File: src/rtl/core/plr_pkg.sv
// Package with the shared types, codes and CRC function of the packet link receiver.
`default_nettype none
package plr_pkg;
   localparam int PAYLOAD_BYTES_DEF = 16;
   localparam int RING_SLOTS_DEF = 8;

   localparam logic [1:0] CSR_POLY = 2'd0;
   localparam logic [1:0] CSR_INIT = 2'd1;
   localparam logic [1:0] CSR_RETX = 2'd2;
   localparam logic [1:0] CSR_ACK = 2'd3;

   localparam logic [1:0] KIND_TX = 2'd0;
   localparam logic [1:0] KIND_POP = 2'd1;
   localparam logic [1:0] KIND_EMPTY = 2'd2;

   localparam logic [2:0] MODE_IDLE = 3'd0;
   localparam logic [2:0] MODE_CTL = 3'd1;
   localparam logic [2:0] MODE_REPLAY = 3'd2;
   localparam logic [2:0] MODE_POP = 3'd3;
   localparam logic [2:0] MODE_EMPTY = 3'd4;

   localparam logic [1:0] PHASE_LENGTH = 2'd0;
   localparam logic [1:0] PHASE_PAYLOAD = 2'd1;
   localparam logic [1:0] PHASE_CRC = 2'd2;

   localparam logic [7:0] FILL_BYTE = 8'hFF;
   localparam logic [7:0] CTL_LENGTH = 8'h01;

   typedef struct packed {
      logic       op;
      logic [7:0] rx_byte;
   } req_type;

   typedef struct packed {
      logic [1:0] kind;
      logic [7:0] data;
      logic       last;
      logic       dropped_full;
      logic       frames_waiting;
   } rsp_type;

   typedef struct packed {
      logic [7:0] crc_polynomial;
      logic [7:0] crc_initial;
      logic [7:0] retransmit_code;
      logic [7:0] ack_code;
   } cfg_type;

   typedef struct packed {
      logic       start;
      logic [2:0] mode;
      logic [7:0] code;
      logic       dropped;
      logic       fw;
   } cmd_type;

   function automatic logic [7:0] crc_byte(input logic [7:0] crc, input logic [7:0] b,
                                           input logic [7:0] poly);
      logic [7:0] c;
      c = crc ^ b;
      for (int i = 0; i < 8; i++) begin
         c = c[7] ? ((c << 1) ^ poly) : (c << 1);
      end
      return c;
   endfunction
endpackage
`default_nettype wire

File: src/rtl/core/plr_ram.sv
// Generic single-write, single-read RAM with registered read data.
`default_nettype none
module plr_ram #(
   parameter int WIDTH = 8,
   parameter int DEPTH = 144
) (
   input  wire                     clock,
   input  wire                     we,
   input  wire [$clog2(DEPTH)-1:0] waddr,
   input  wire [WIDTH-1:0]         wdata,
   input  wire [$clog2(DEPTH)-1:0] raddr,
   output logic [WIDTH-1:0]        rdata
);
   logic [WIDTH-1:0] mem [DEPTH];

   always_ff @(posedge clock) begin
      if (we) begin
         mem[waddr] <= wdata;
      end
      rdata <= mem[raddr];
   end
endmodule
`default_nettype wire

File: src/rtl/core/plr_rx.sv
// Receive framing, CRC check, frame decode and ring pointers.
`default_nettype none
module plr_rx import plr_pkg::*; #(
   parameter int PAYLOAD_BYTES = PAYLOAD_BYTES_DEF,
   parameter int RING_SLOTS = RING_SLOTS_DEF,
   parameter int FB = PAYLOAD_BYTES + 2,
   parameter int AW = $clog2(RING_SLOTS * FB)
) (
   input  wire             clock,
   input  wire             reset,
   input  cfg_type         cfg,
   input  wire             accept,
   input  req_type         req,
   output logic            ram_we,
   output logic [AW-1:0]   ram_waddr,
   output logic [7:0]      ram_wdata,
   output logic [AW-1:0]   pop_base,
   output cmd_type         cmd
);
   localparam int CW = $clog2(PAYLOAD_BYTES > 1 ? PAYLOAD_BYTES : 2);
   localparam int SW = $clog2(RING_SLOTS);
   localparam int IW = $clog2(FB);

   logic [1:0]    phase_ff, phase_in;
   logic [CW-1:0] count_ff, count_in;
   logic [7:0]    crc_ff, crc_in;
   logic          len_ok_ff, len_ok_in;
   logic [7:0]    code_ff, code_in;
   logic          all_ff_ff, all_ff_in;
   logic [SW-1:0] rd_slot_ff, rd_slot_in, wr_slot_ff, wr_slot_in, wr_next;
   logic [AW-1:0] rd_base_ff, rd_base_in, wr_base_ff, wr_base_in;
   logic [IW-1:0] idx;
   logic          ctl;

   assign wr_next = (wr_slot_ff == SW'(RING_SLOTS - 1)) ? '0 : wr_slot_ff + 1'b1;
   assign ctl = len_ok_ff && all_ff_ff;

   always_comb begin
      phase_in = phase_ff;
      count_in = count_ff;
      crc_in = crc_ff;
      len_ok_in = len_ok_ff;
      code_in = code_ff;
      all_ff_in = all_ff_ff;
      rd_slot_in = rd_slot_ff;
      wr_slot_in = wr_slot_ff;
      rd_base_in = rd_base_ff;
      wr_base_in = wr_base_ff;
      idx = '0;
      cmd = '0;
      if (accept) begin
         if (req.op) begin
            cmd.start = 1'b1;
            if (rd_slot_ff == wr_slot_ff) begin
               cmd.mode = MODE_EMPTY;
            end else begin
               cmd.mode = MODE_POP;
               if (rd_slot_ff == SW'(RING_SLOTS - 1)) begin
                  rd_slot_in = '0;
                  rd_base_in = '0;
               end else begin
                  rd_slot_in = rd_slot_ff + 1'b1;
                  rd_base_in = rd_base_ff + AW'(FB);
               end
            end
         end else begin
            unique case (phase_ff)
               PHASE_PAYLOAD: begin
                  idx = IW'(count_ff) + 1'b1;
                  crc_in = crc_byte(crc_ff, req.rx_byte, cfg.crc_polynomial);
                  if (count_ff == '0) begin
                     code_in = req.rx_byte;
                  end else begin
                     all_ff_in = all_ff_ff && (req.rx_byte == FILL_BYTE);
                  end
                  if (count_ff == CW'(PAYLOAD_BYTES - 1)) begin
                     count_in = '0;
                     phase_in = PHASE_CRC;
                  end else begin
                     count_in = count_ff + 1'b1;
                  end
               end
               PHASE_CRC: begin
                  idx = IW'(FB - 1);
                  phase_in = PHASE_LENGTH;
                  if (req.rx_byte != crc_ff) begin
                     cmd.start = 1'b1;
                     cmd.mode = MODE_CTL;
                     cmd.code = cfg.retransmit_code;
                  end else if (ctl && code_ff == cfg.retransmit_code) begin
                     cmd.start = 1'b1;
                     cmd.mode = MODE_REPLAY;
                  end else if (!(ctl && code_ff == cfg.ack_code)) begin
                     cmd.start = 1'b1;
                     cmd.mode = MODE_CTL;
                     cmd.code = cfg.ack_code;
                     if (wr_next == rd_slot_ff) begin
                        cmd.dropped = 1'b1;
                     end else begin
                        wr_slot_in = wr_next;
                        wr_base_in = (wr_next == '0) ? '0 : wr_base_ff + AW'(FB);
                     end
                  end
               end
               default: begin
                  idx = '0;
                  len_ok_in = (req.rx_byte == CTL_LENGTH);
                  crc_in = crc_byte(cfg.crc_initial, req.rx_byte, cfg.crc_polynomial);
                  count_in = '0;
                  all_ff_in = 1'b1;
                  phase_in = PHASE_PAYLOAD;
               end
            endcase
         end
      end
      cmd.fw = (rd_slot_in != wr_slot_in);
   end

   assign ram_we = accept && !req.op;
   assign ram_waddr = wr_base_ff + AW'(idx);
   assign ram_wdata = req.rx_byte;
   assign pop_base = rd_base_ff;

   always_ff @(posedge clock) begin
      if (reset) begin
         phase_ff <= PHASE_LENGTH;
         count_ff <= '0;
         crc_ff <= cfg.crc_initial;
         rd_slot_ff <= '0;
         wr_slot_ff <= '0;
         rd_base_ff <= '0;
         wr_base_ff <= '0;
      end else begin
         phase_ff <= phase_in;
         count_ff <= count_in;
         crc_ff <= crc_in;
         rd_slot_ff <= rd_slot_in;
         wr_slot_ff <= wr_slot_in;
         rd_base_ff <= rd_base_in;
         wr_base_ff <= wr_base_in;
      end
      len_ok_ff <= len_ok_in;
      code_ff <= code_in;
      all_ff_ff <= all_ff_in;
   end
endmodule
`default_nettype wire

File: src/rtl/core/plr_seq.sv
// Output sequencer that drains transmit frames and popped frames into the result register.
`default_nettype none
module plr_seq import plr_pkg::*; #(
   parameter int FB = PAYLOAD_BYTES_DEF + 2,
   parameter int AW = $clog2(RING_SLOTS_DEF * FB)
) (
   input  wire           clock,
   input  wire           reset,
   input  cfg_type       cfg,
   input  cmd_type       cmd,
   input  wire [AW-1:0]  cmd_base,
   input  wire [7:0]     ram_rdata,
   output logic [AW-1:0] ram_raddr,
   output logic          idle,
   output logic          rsp_valid,
   input  wire           rsp_ready,
   output rsp_type       rsp_payload
);
   localparam int IW = $clog2(FB);

   logic [2:0]    mode_ff, mode_in;
   logic [IW-1:0] k_ff, k_in;
   logic [7:0]    code_ff, code_in, crc_ff, crc_in;
   logic          zero_ff, zero_in, fixed_ff, fixed_in, drop_ff, drop_in, fw_ff, fw_in;
   logic [AW-1:0] base_ff, base_in;
   logic          last_ctl_ff, last_ctl_in;
   logic [7:0]    last_code_ff, last_code_in, last_crc_ff, last_crc_in;
   logic          rsp_valid_ff, rsp_valid_in;
   rsp_type       rsp_ff, rsp_in;
   logic          load, final_byte;
   logic [7:0]    tx_byte;

   assign idle = (mode_ff == MODE_IDLE);
   assign load = !idle && (!rsp_valid_ff || rsp_ready);
   assign final_byte = (mode_ff == MODE_EMPTY) || (k_ff == IW'(FB - 1));

   always_comb begin
      if (zero_ff) begin
         tx_byte = '0;
      end else if (k_ff == '0) begin
         tx_byte = CTL_LENGTH;
      end else if (k_ff == IW'(1)) begin
         tx_byte = code_ff;
      end else if (k_ff == IW'(FB - 1)) begin
         tx_byte = fixed_ff ? last_crc_ff : crc_ff;
      end else begin
         tx_byte = FILL_BYTE;
      end
   end

   always_comb begin
      mode_in = mode_ff;
      k_in = k_ff;
      code_in = code_ff;
      crc_in = crc_ff;
      zero_in = zero_ff;
      fixed_in = fixed_ff;
      drop_in = drop_ff;
      fw_in = fw_ff;
      base_in = base_ff;
      last_ctl_in = last_ctl_ff;
      last_code_in = last_code_ff;
      last_crc_in = last_crc_ff;
      rsp_valid_in = rsp_ready ? 1'b0 : rsp_valid_ff;
      rsp_in = rsp_ff;
      if (cmd.start) begin
         mode_in = cmd.mode;
         k_in = '0;
         crc_in = cfg.crc_initial;
         drop_in = cmd.dropped;
         fw_in = cmd.fw;
         base_in = cmd_base;
         if (cmd.mode == MODE_REPLAY) begin
            code_in = last_code_ff;
            zero_in = !last_ctl_ff;
            fixed_in = 1'b1;
         end else begin
            code_in = cmd.code;
            zero_in = 1'b0;
            fixed_in = 1'b0;
         end
         if (cmd.mode == MODE_CTL) begin
            last_ctl_in = 1'b1;
            last_code_in = cmd.code;
         end
      end else if (load) begin
         rsp_valid_in = 1'b1;
         rsp_in.last = final_byte;
         rsp_in.dropped_full = drop_ff;
         rsp_in.frames_waiting = fw_ff;
         unique case (mode_ff)
            MODE_POP: begin
               rsp_in.kind = KIND_POP;
               rsp_in.data = ram_rdata;
            end
            MODE_EMPTY: begin
               rsp_in.kind = KIND_EMPTY;
               rsp_in.data = '0;
            end
            default: begin
               rsp_in.kind = KIND_TX;
               rsp_in.data = tx_byte;
            end
         endcase
         if (mode_ff == MODE_CTL) begin
            if (final_byte) begin
               last_crc_in = crc_ff;
            end else begin
               crc_in = crc_byte(crc_ff, tx_byte, cfg.crc_polynomial);
            end
         end
         if (final_byte) begin
            mode_in = MODE_IDLE;
            k_in = '0;
         end else begin
            k_in = k_ff + 1'b1;
         end
      end
   end

   assign ram_raddr = base_in + AW'(k_in);
   assign rsp_valid = rsp_valid_ff;
   assign rsp_payload = rsp_ff;

   always_ff @(posedge clock) begin
      if (reset) begin
         mode_ff <= MODE_IDLE;
         k_ff <= '0;
         last_ctl_ff <= 1'b0;
         last_code_ff <= '0;
         last_crc_ff <= '0;
         rsp_valid_ff <= 1'b0;
      end else begin
         mode_ff <= mode_in;
         k_ff <= k_in;
         last_ctl_ff <= last_ctl_in;
         last_code_ff <= last_code_in;
         last_crc_ff <= last_crc_in;
         rsp_valid_ff <= rsp_valid_in;
      end
      code_ff <= code_in;
      crc_ff <= crc_in;
      zero_ff <= zero_in;
      fixed_ff <= fixed_in;
      drop_ff <= drop_in;
      fw_ff <= fw_in;
      base_ff <= base_in;
      rsp_ff <= rsp_in;
   end
endmodule
`default_nettype wire

File: src/rtl/core/packet_link_receiver_with_ack_retransmit_core.sv
// Top level of the CRC-8 framed packet receiver with acknowledge and retransmit.
// Length and payload bytes are accepted one per cycle while idle and give no result.
// A CRC byte (save that of a good ack frame) or a pop starts a burst of PAYLOAD_BYTES+2
// results (one for an empty pop), one per cycle from the sequencer while rsp_ready allows;
// input waits until the burst is loaded. The first result follows the mode register load.
// Synchronous reset clears framing, ring pointers, the last sent frame and result valid.
`default_nettype none
module packet_link_receiver_with_ack_retransmit_core import plr_pkg::*; #(
   parameter int PAYLOAD_BYTES = PAYLOAD_BYTES_DEF,
   parameter int RING_SLOTS = RING_SLOTS_DEF
) (
   input  wire        clock,
   input  wire        reset,
   input  wire        req_valid,
   output logic       req_ready,
   input  req_type    req_payload,
   output logic       rsp_valid,
   input  wire        rsp_ready,
   output rsp_type    rsp_payload,
   input  wire        csr_we,
   input  wire [1:0]  csr_index,
   input  wire [7:0]  csr_wdata
);
   localparam int FB = PAYLOAD_BYTES + 2;
   localparam int DEPTH = RING_SLOTS * FB;
   localparam int AW = $clog2(DEPTH);

   cfg_type       cfg_ff, cfg_in;
   cmd_type       cmd;
   logic          accept, idle, ram_we;
   logic [AW-1:0] ram_waddr, ram_raddr, pop_base;
   logic [7:0]    ram_wdata, ram_rdata;

   always_comb begin
      cfg_in = cfg_ff;
      if (csr_we) begin
         unique case (csr_index)
            CSR_POLY: cfg_in.crc_polynomial = csr_wdata;
            CSR_INIT: cfg_in.crc_initial = csr_wdata;
            CSR_RETX: cfg_in.retransmit_code = csr_wdata;
            CSR_ACK:  cfg_in.ack_code = csr_wdata;
         endcase
      end
   end

   always_ff @(posedge clock) begin
      if (reset) begin
         cfg_ff <= '{crc_polynomial: 8'd7, crc_initial: 8'd0,
                     retransmit_code: 8'd25, ack_code: 8'd21};
      end else begin
         cfg_ff <= cfg_in;
      end
   end

   assign req_ready = idle;
   assign accept = req_valid && req_ready;

   plr_rx #(
      .PAYLOAD_BYTES(PAYLOAD_BYTES),
      .RING_SLOTS(RING_SLOTS),
      .FB(FB),
      .AW(AW)
   ) u_rx (
      .clock(clock),
      .reset(reset),
      .cfg(cfg_ff),
      .accept(accept),
      .req(req_payload),
      .ram_we(ram_we),
      .ram_waddr(ram_waddr),
      .ram_wdata(ram_wdata),
      .pop_base(pop_base),
      .cmd(cmd)
   );

   plr_ram #(
      .WIDTH(8),
      .DEPTH(DEPTH)
   ) u_ring (
      .clock(clock),
      .we(ram_we),
      .waddr(ram_waddr),
      .wdata(ram_wdata),
      .raddr(ram_raddr),
      .rdata(ram_rdata)
   );

   plr_seq #(
      .FB(FB),
      .AW(AW)
   ) u_seq (
      .clock(clock),
      .reset(reset),
      .cfg(cfg_ff),
      .cmd(cmd),
      .cmd_base(pop_base),
      .ram_rdata(ram_rdata),
      .ram_raddr(ram_raddr),
      .idle(idle),
      .rsp_valid(rsp_valid),
      .rsp_ready(rsp_ready),
      .rsp_payload(rsp_payload)
   );
endmodule
`default_nettype wire

File: config.mk
export PLATFORM = sky130hd
export DESIGN_NAME = packet_link_receiver_with_ack_retransmit_core
export DESIGN_NICKNAME = d
export VERILOG_FILES = /design/src/rtl/core/plr_pkg.sv /design/src/rtl/core/plr_ram.sv /design/src/rtl/core/plr_rx.sv /design/src/rtl/core/plr_seq.sv /design/src/rtl/core/packet_link_receiver_with_ack_retransmit_core.sv
export SDC_FILE = /design/constraint.sdc
export NUM_CORES = 2
export LEC_CHECK = 0
export BUFFER_PORTS_ARGS = -buffer_cell sky130_fd_sc_hd__buf_2
export CAP_MARGIN = 10
export CORE_AREA = 5 5 340 342
export DETAILED_ROUTE_END_ITERATION = 10
export DIE_AREA = 0 0 345 347
export RECOVER_POWER = 100
export SLEW_MARGIN = 10
export SYNTH_ARGS = -nofsm -noshare
export SYNTH_HDL_FRONTEND = slang
export SYNTH_SLANG_ARGS = --single-unit
File: constraint.sdc
create_clock -name clock -period 22.4 [get_ports clock]
set_input_delay 5.6 -clock clock [delete_from_list [all_inputs] [get_ports clock]]
set_output_delay 5.6 -clock clock [all_outputs]
set_load 0.05 [all_outputs]
# Word-level counts from Yosys, hierarchy flattened
# Memories as Yosys holds them, arrays and structs flattened. A register that Yosys moved wholly into a read port is not among the register bits.
# Index checks and enable logic that the tools add are counted.
op_classes:
  addsub: 9
  eq_ne: 28
  n_mux: 86
  bitwise: 37
  n_reduce_logical: 41
op_table:
  columns: ["operator", "n"]
  rows:
  - ["$mux W8", 40]
  - ["$xor A8 B8 Y8", 27]
  - ["$mux W3", 16]
  - ["$mux W13", 3]
  - ["$mux W5", 5]
  - ["$pmux W10 S2", 1]
  - ["$mux W9", 2]
  - ["$reduce_and A3 Y1", 6]
  - ["$add A8 B5 Y8", 2]
  - ["$add A8 B5 Y8 const B", 2]
  - ["$eq A8 B8 Y1", 2]
  - ["$pmux W8 S2", 1]
  - ["$reduce_and A2 Y1", 7]
  - ["$mux W12", 1]
  - ["$mux W4", 3]
  - ["$reduce_and A4 Y1", 3]
  - ["$not A1 Y1", 10]
  - ["$pmux W5 S2", 1]
  - ["$eq A3 B3 Y1 const B", 3]
  - ["$mux W1", 9]
  - ["$eq A8 B1 Y1 const B", 1]
  - ["$eq A8 B8 Y1 const B", 1]
  - ["$ne A2 B2 Y1 const B", 4]
  - ["$ne A8 B8 Y1", 1]
  - ["29 further kinds", 50]
totals:
  register_bits: 145
  ram_bits: 1152
  input_bits: 24
  output_inout_bits: 15
  elab_cells: 234
  mem_count: 1
mem_list:
  columns: ["memory", "words", "word_bits", "read_ports", "rd_ports_with_merged_regs", "wr", "line_no", "text"]
  rows:
  - ["u_ring.mem", 144, 8, 1, 1, 1, "plr_ram.sv:14", "logic [WIDTH-1:0] mem [DEPTH];"]

# Logic depth before layout (Yosys ltp)
# Gate-level depths: netlist of run 1.
logic_depth:
  ltp_word: 26
  mapped_depth: 23

# Modules after synthesis
# Synthesis of run 1 repeated with hierarchy kept, for this count alone.
unflattened:
  hier_cells: 3595
  area_unflattened_um2: 57665.3
modules_own_cells:
  columns: ["module", "instances", "cells_per_inst", "area_per_inst_um2"]
  rows:
  - ["plr_ram", 1, 2134, 45504.9]
  - ["plr_rx", 1, 735, 5582.9]
  - ["plr_seq", 1, 601, 5256.3]
  - ["packet_link_receiver_with_ack_retransmit_core", 1, 125, 1321.3]

# Worst setup path after synthesis of run 1
# OpenSTA, ideal clock, no wires.
synth_path:
  path_kind: "input to register"
  start: "input req_payload[7] in the netlist's numbering"
  end: "register u_ring.rdata[2] (read register of u_ring.mem)"
  setup_ns: 0.132
  t_arrival_ns: 11.545
  slack_ns: 10.722
  cell_stages: 19
  path_buffers: 4
  path_cell_list: "clkbuf_1 -> xor2_1 -> clkbuf_1 -> nor4_1 -> nand4_1 -> o31a_1 -> o21ai_1 -> clkinv_1 -> nor3_1 -> a41oi_1 -> fa_1 -> xnor2_1 -> clkbuf_1 -> clkbuf_1 -> mux4_2 -> mux2i_1 -> a211oi_1 -> a21oi_1 -> o21ai_0"
synth_rtl:
  columns: ["element", "line_no", "text"]
  rows:
  - ["from (decl)", "packet_link_receiver_with_ack_retransmit_core.sv:16", "input req_type req_payload,"]
  - ["to (decl)", "plr_ram.sv:12", "output logic [WIDTH-1:0] rdata"]

==> results of run 1 <==
metrics by stage:
stage	cells	instance area (sq um)	hold slack, ps
floorplan	3190	55500	400
global placement	4610	57400	434
detailed placement	4610	57400	442
CTS	4855	61800	460
global route	4855	61600	473
finish	4857	61600	458
worst paths after layout:
kind	endpoint	depth (start not counted)	startpoint	slack (ps)
worst min-delay path	u_seq.base_ff[4]	2	u_seq.base_ff[4]	460
worst min register to register	u_seq.base_ff[4]	2	u_seq.base_ff[4]	460
worst max register to register	u_ring.rdata[3]	18	u_rx.crc_ff[7]	12180
worst max-delay path	u_ring.rdata[3]	19	req_payload[7]	5980
flip-flops by register name, indices dropped and copies added (netlist names), 4 cells and up:
signal,cells
cfg_ff,32
u_rx.count_ff,4
u_seq.last_crc_ff,8
u_seq.last_code_ff,8
u_seq.code_ff,8
u_seq.crc_ff,8
u_rx.pop_base,7
u_seq.rsp_payload,13
u_rx.crc_ff,8
u_ring.mem,1152
u_rx.wr_base_ff,7
u_rx.code_ff,8
u_ring.rdata,8
u_seq.base_ff,8
u_seq.k_ff,5
cell families after synthesis:
family / after synthesis / share of synthesized area
fa+ha+maj: 25 / 0.00591
mux: 421 / 0.160
simple gates: 722 / 0.0580
buf+inv: 205 / 0.0143
flops: 1303 / 0.687
compound gates: 317 / 0.0391
xor+xnor: 196 / 0.0352
other cells: 1 / 0.0000676
layout by cell type (no fill, tap or decap), types with 11 or more instances in the layout:
cell type / instances
xnor2_1: 119
inv_1: 27
buf_4: 37
nor3_1: 26
edfxtp_1: 1203
a31oi_1: 11
o211ai_1: 29
xor2_1: 56
nor2_1: 292
mux2i_1: 41
nor4_1: 12
a211oi_1: 23
dfxtp_1: 99
and3_1: 17
nand3_1: 56
nand4_1: 14
clkinv_2: 15
mux4_2: 371
ha_1: 22
clkbuf_1: 72
o21ai_0: 41
clkinv_1: 33
clkbuf_16: 144
buf_2: 15
a21o_1: 17
a21oi_1: 95
nand2_1: 225
layer usage:
layer	wire (um)	share of wire
met4	4060	0.029
met1	58000	0.41
met2	68800	0.49
met5	0	0
met3	10600	0.075
layout make-up:
class | count | area [sq um] | share of cell area
clock buffer | 180 | 3770 | 0.0612
sequential | 1303 | 38100 | 0.619
multi-input combinational | 1682 | 16600 | 0.269
antenna | 2 | 5.00 | 0.0000812
tap | 1500 | 1880 | 0.0305
timing repair buffer | 93 | 539 | 0.00875
clock inverter | 65 | 613 | 0.00995
inverter | 32 | 120 | 0.00195
critical path, cell delays in order:
cell and delay [ps]:
clkbuf_1 1270, xor2_1 650, nor4_1 450, nand4_1 470, o31a_1 440, o21ai_0 160
clkbuf_1 900, clkinv_1 960, nor3_1 350, a41oi_1 140, fa_1 2150, buf_12 660
buf_4 840, mux4_2 420, mux4_2 510, mux2i_1 200, a211oi_1 190, a21oi_1 230
o21ai_0 90
power breakdown:
part | switching [mW] | internal (mW) | leakage (nW) | total (mW)
registers | 0.0230 | 2.69 | 11.6 | 2.71
logic | 0.468 | 0.367 | 5.94 | 0.835
clock network | 0.921 | 1.30 | 2.14 | 2.22
total | 1.41 | 4.36 | 19.7 | 5.77
==> flow_summary.ini, run 1 <==
[critical_path]
worst-path-max-fanout = 130
start_kind = input pin
endpoint_kind = flip-flop
cp.required_ps = 22970
crit_type = in -> reg
arrival_ps = 16980

[sta]
setup_ws_ps = 5980
fin_tns_setup_ps = 0
hold_violations = 0
finalSetupViolCount = 0
fmax_ghz = 0.0609
rsz0062_at_grt = false
fin_crit_ps = 16420
skew_ps = 40.2
post-route-period-util = 0.733
maxSlewHeadroom = -3.53
worst_slew_pin_slew_ps = 6790
slew_violations = 1346

[drt]
vias = 30000
drc = 0
drt_first_iter_violations = 3499
viasPerCell = 6.18
antenna_left = 0
first_pass_iters = 7
post_drt_wl_per_cell_um = 29.1
drt-total-wl_mm = 142

[cells_and_area]
layout.nets = 3297
nFillCells = 8746
fin_util = 0.550
layout-drive-gt1-share = 0.193
area.growth.synth_to_final_pct = 11.1

[floorplan]
ioPinCount = 39
start_util = 0.495
die_x_um = 345
rows = 123
coreArea_sq_um = 112000
die_h_um = 347
die_area_sq_um = 120000

[pwr]
power_mw = 5.77
power_density_nw_per_um2 = 93.6
p_leak_nw = 19.7
ir_drop_uv = 59.9

[synthesis]
async_flop_share = 0
synthFlopType = edfxtp_1
syn_area_sq_um = 55500
ys_seq_area_frac = 0.687
synth_top_area_cell = edfxtp_1
ys_ff_latch = 1303
synth_commonest_cells = 1,203 x edfxtp_1, 371 x mux4_2, 292 x nor2_1, 225 x nand2_1, 132 x clkbuf_1
syn-instance-count = 3190
yosysWarnings = 0
synth_edf_count = 1203
synth.net_count = 3239
yosysMostFrequentCell = edfxtp_1
synth_cell_types = 90
synth.avg_cell_area_sq_um = 17.4
synth.top_cell.area_share = 0.651
synth_area_leaders = edfxtp_1 65%, mux4_2 15%, dfxtp_1 3.6%

[cts]
cts_tree = yes
cts_made_buffers = 136
cts_resized = 0
path_clk_slew_ps = 60
cts_root_buf = clkbuf_16
clockBufferDepth = 3
cts_setup_buffers = 0
htree_levels = 4
cts.sink_count = 1303
clkLatencyLatePin_ps = 750
ctsHoldBuffers = 0

[grt]
gr-total-overflow = 0
grt_pass1_vias = 30200
grtUsageMet2 = 0.380
grt_max_degree = 148
grt_pass1_wl_mm = 207
met1_usage = 0.324
antenna_found_initial = 7
grt_use_met3 = 0.0475
grt_usage = 0.234
busiest_layer = met2

[placed_design]
dp_hpwl_mm = 88.3
place_congestion = 0.853
port_buffers = 38
place_worst_setup_slack_ps = 8300

[flow_run]
drv_cap = 19

[hold_path]
hp-class = reg -> reg

[status]
outcome = finished, violations left
violations = capacitance limit, slew limit
(Power assumes the default switching activity.)
==> run 2, diff against run 1 <==
--- a/config.mk
+++ b/config.mk
@@ -5,11 +5,12 @@
 export SDC_FILE = /design/constraint.sdc
 export NUM_CORES = 2
 export LEC_CHECK = 0
+export ABC_AREA = 1
 export BUFFER_PORTS_ARGS = -buffer_cell sky130_fd_sc_hd__buf_2
 export CAP_MARGIN = 10
-export CORE_AREA = 5 5 340 342
+export CORE_AREA = 5 5 343 345
 export DETAILED_ROUTE_END_ITERATION = 10
-export DIE_AREA = 0 0 345 347
+export DIE_AREA = 0 0 348 350
 export RECOVER_POWER = 100
 export SLEW_MARGIN = 10
 export SYNTH_ARGS = -nofsm -noshare
==> constraint.sdc (replaced) <==
create_clock -name clock -period 17.23 [get_ports clock]
set_input_delay 4.3075 -clock clock [delete_from_list [all_inputs] [get_ports clock]]
set_output_delay 4.3075 -clock clock [all_outputs]
set_load 0.05 [all_outputs]
==> flow_summary.ini, run 2 <==
[status]
outcome = finished, violations left
violations = capacitance limit, slew limit

[synthesis]
synth_top_area_cell = edfxtp_1
synth_area_leaders = edfxtp_1 64%, o21ai_0 6.2%, nor2_1 5.9%
syn_area_sq_um = 56600
synth.top_cell.area_share = 0.638
synth_top_family_by_area = simple AND/OR/NAND/NOR gates
synth_cell_types = 59
synthFlopType = edfxtp_1
synth_commonest_cells = 1,203 x edfxtp_1, 897 x nor2_1, 701 x o21ai_0, 592 x nand2_1, 259 x clkbuf_1
synthAdderAreaFrac = 0.00579
synth.avg_cell_area_sq_um = 11.2
yosys.area_share.simple = 0.134
yosysWarnings = 0
yosysMostFrequentCell = edfxtp_1
ys_seq_area_frac = 0.674
synth_compound_area_frac = 0.124
synth_edf_count = 1203
async_flop_share = 0
syn-instance-count = 5049
synth.net_count = 5098
synthMuxAreaShare = 0.00283
synth_xor_area_frac = 0.0225
ys_ff_latch = 1303

[critical_path]
worst-path-max-fanout = 142
start_kind = input pin
endpoint_kind = flip-flop
crit_type = in -> reg
arrival_ps = 14050
critPathLaunch = req_payload[5]
cp_slowest_cell = clkbuf_1
cp.required_ps = 17900
cp_cell_sequence = clkbuf_1 -> xnor2_1 -> nand2_1 -> nor2_1 -> nand2_1 -> inv_1 -> nand2_1 -> o21ai_0 -> o21ai_0 -> buf_4 -> nor2_1 -> ha_4 -> inv_8 -> buf_4 -> buf_4 -> o21ai_0 -> o221ai_1 -> o21ai_0 -> o21ai_0 -> nand2_1 -> o211ai_1 -> a31oi_1 -> a32oi_1
r2r-start = u_seq.mode_ff[0]
max_stage_delay_ps = 2760
critPathMostFrequentCell = o21ai_0

[drt]
viasPerCell = 5.96
drt-total-wl_mm = 161
wl_met3_mm = 13.7
drc = 0
vias = 39300
drt_first_iter_violations = 4103
antenna_left = 0
topRoutingLayerUsed = met5
wl_met2_mm = 73.8
first_pass_iters = 6
met1_length_mm = 68.0
post_drt_wl_per_cell_um = 24.5

[cts]
clkLatencyLatePin_ps = 760
cts_tree = yes
cts_setup_buffers = 0
cts.sink_count = 1303
htree_levels = 4
clockBufferDepth = 3
path_clk_slew_ps = 60
cts_resized = 0
ctsHoldBuffers = 0
cts_made_buffers = 137
cts_root_buf = clkbuf_16

[sta]
rsz0062_at_grt = false
skew_ps = 26.4
worst_slew_pin_slew_ps = 4070
fmax_ghz = 0.0747
holdWs_ps = 424
setup_ws_ps = 3850
fin_crit_ps = 13380
slew_violations = 1329
hold_violations = 0
finalSetupViolCount = 0
post-route-period-util = 0.777
fin_tns_setup_ps = 0
maxSlewHeadroom = -1.72

[pwr]
p_leak_nw = 21.0
power_mw = 8.07
ir_drop_uv = 99.6
power_density_nw_per_um2 = 130

[floorplan]
die_x_um = 348
start_util = 0.497
die_area_sq_um = 122000
ioPinCount = 39
die_h_um = 350
coreArea_sq_um = 114000
rows = 124

[placed_design]
place_congestion = 0.927
dpl.cell_count = 6351
place_worst_setup_slack_ps = 5660
place_area_sq_um = 58100
dp_hpwl_mm = 97.4
port_buffers = 38

[cells_and_area]
antenna_cells = 0
regMostFlops = u_ring.mem
fin_area_sq_um = 62200
largest_reg_flops = 1152
final_common_cell = edfxtp_1
layoutNonFillerInstCount = 6600
layout-drive-gt1-share = 0.0649
layout_common_cells = 1,203 x edfxtp_1, 898 x nor2_1, 704 x o21ai_0
layout.nets = 5027
nFillCells = 9752
area.growth.synth_to_final_pct = 9.87
fin_util = 0.546

[grt]
grt_pass1_vias = 37100
grt_usage = 0.260
grt_max_degree = 229
gr-total-overflow = 0
grt_pass1_wl_mm = 240
antenna_found_initial = 4

[hold_path]
hp-class = reg -> reg
min-delay-start = u_seq.drop_ff

[flow_run]
drv_cap = 24
==> run 2: cell count changes in the layout (fill, tap and decap cells not counted), sizes merged, moves of 29 or more <==
cell    previous run  this run
inv               32       230
nand2            225       627
nand3             57       228
o21ai             44       713
xnor2            124        48
nor2             295       904
xor2              58        87
mux4             371         0
o221ai             4       190
o22ai              8       102
==> run 2: final timing paths <==
| check | to | slack, ps | cells after the start |
|---|---|---|---|
| hold / removal | u_seq.rsp_payload[1] | 420 | 0 |
| setup / recovery | u_ring.rdata[3] | 3850 | 23 |
| hold reg to reg | u_seq.rsp_payload[1] | 420 | 0 |
| setup reg to reg | u_ring.rdata[3] | 9870 | 19 |
==> run 2: worst max-delay path, delay by kind of cell <==
| family | cells | cell delay [ps] |
|---|---|---|
| compound gates | 9 | 2110 |
| xor+xnor | 1 | 500 |
| fa+ha+maj | 1 | 470 |
| buf+inv | 6 | 5430 |
| simple gates | 6 | 1010 |
==> run 2: area by class of cell <==
cell class	instances	area, sq um	area share
sequential	1303	38100	0.613
clock buffer	176	3640	0.0585
tap	1512	1890	0.0304
timing repair buffer	97	587	0.00944
multi-input combinational	3207	16400	0.264
inverter	232	891	0.0143
clock inverter	73	666	0.0107
==> run 2: per-layer routing <==
| layer | up-vias | global-route usage |
|---|---|---|
| li1 | 18000 | - |
| met3 | 283 | 0.0564 |
| met2 | 1642 | 0.408 |
| met4 | 2 | 0.0886 |
| met5 | - | 0 |
| met1 | 19400 | 0.365 |
==> run 2: kinds of logic (layout without fill, tap and decap cells) <==
kind of cell,after synthesis,count (layout)
compound gates,1198,1198
xor+xnor,136,136
buf+inv,539,578
mux,16,16
simple gates,1831,1831
other cells,1,1
fa+ha+maj,25,25
flops,1303,1303
==> run 2: power breakdown <==
| group | switching, mW | total, mW | internal (mW) |
|---|---|---|---|
| Clock | 1.24 | 2.86 | 1.63 |
| Combinational | 1.17 | 1.65 | 0.486 |
| Sequential | 0.0476 | 3.55 | 3.50 |
| Total | 2.45 | 8.07 | 5.62 |
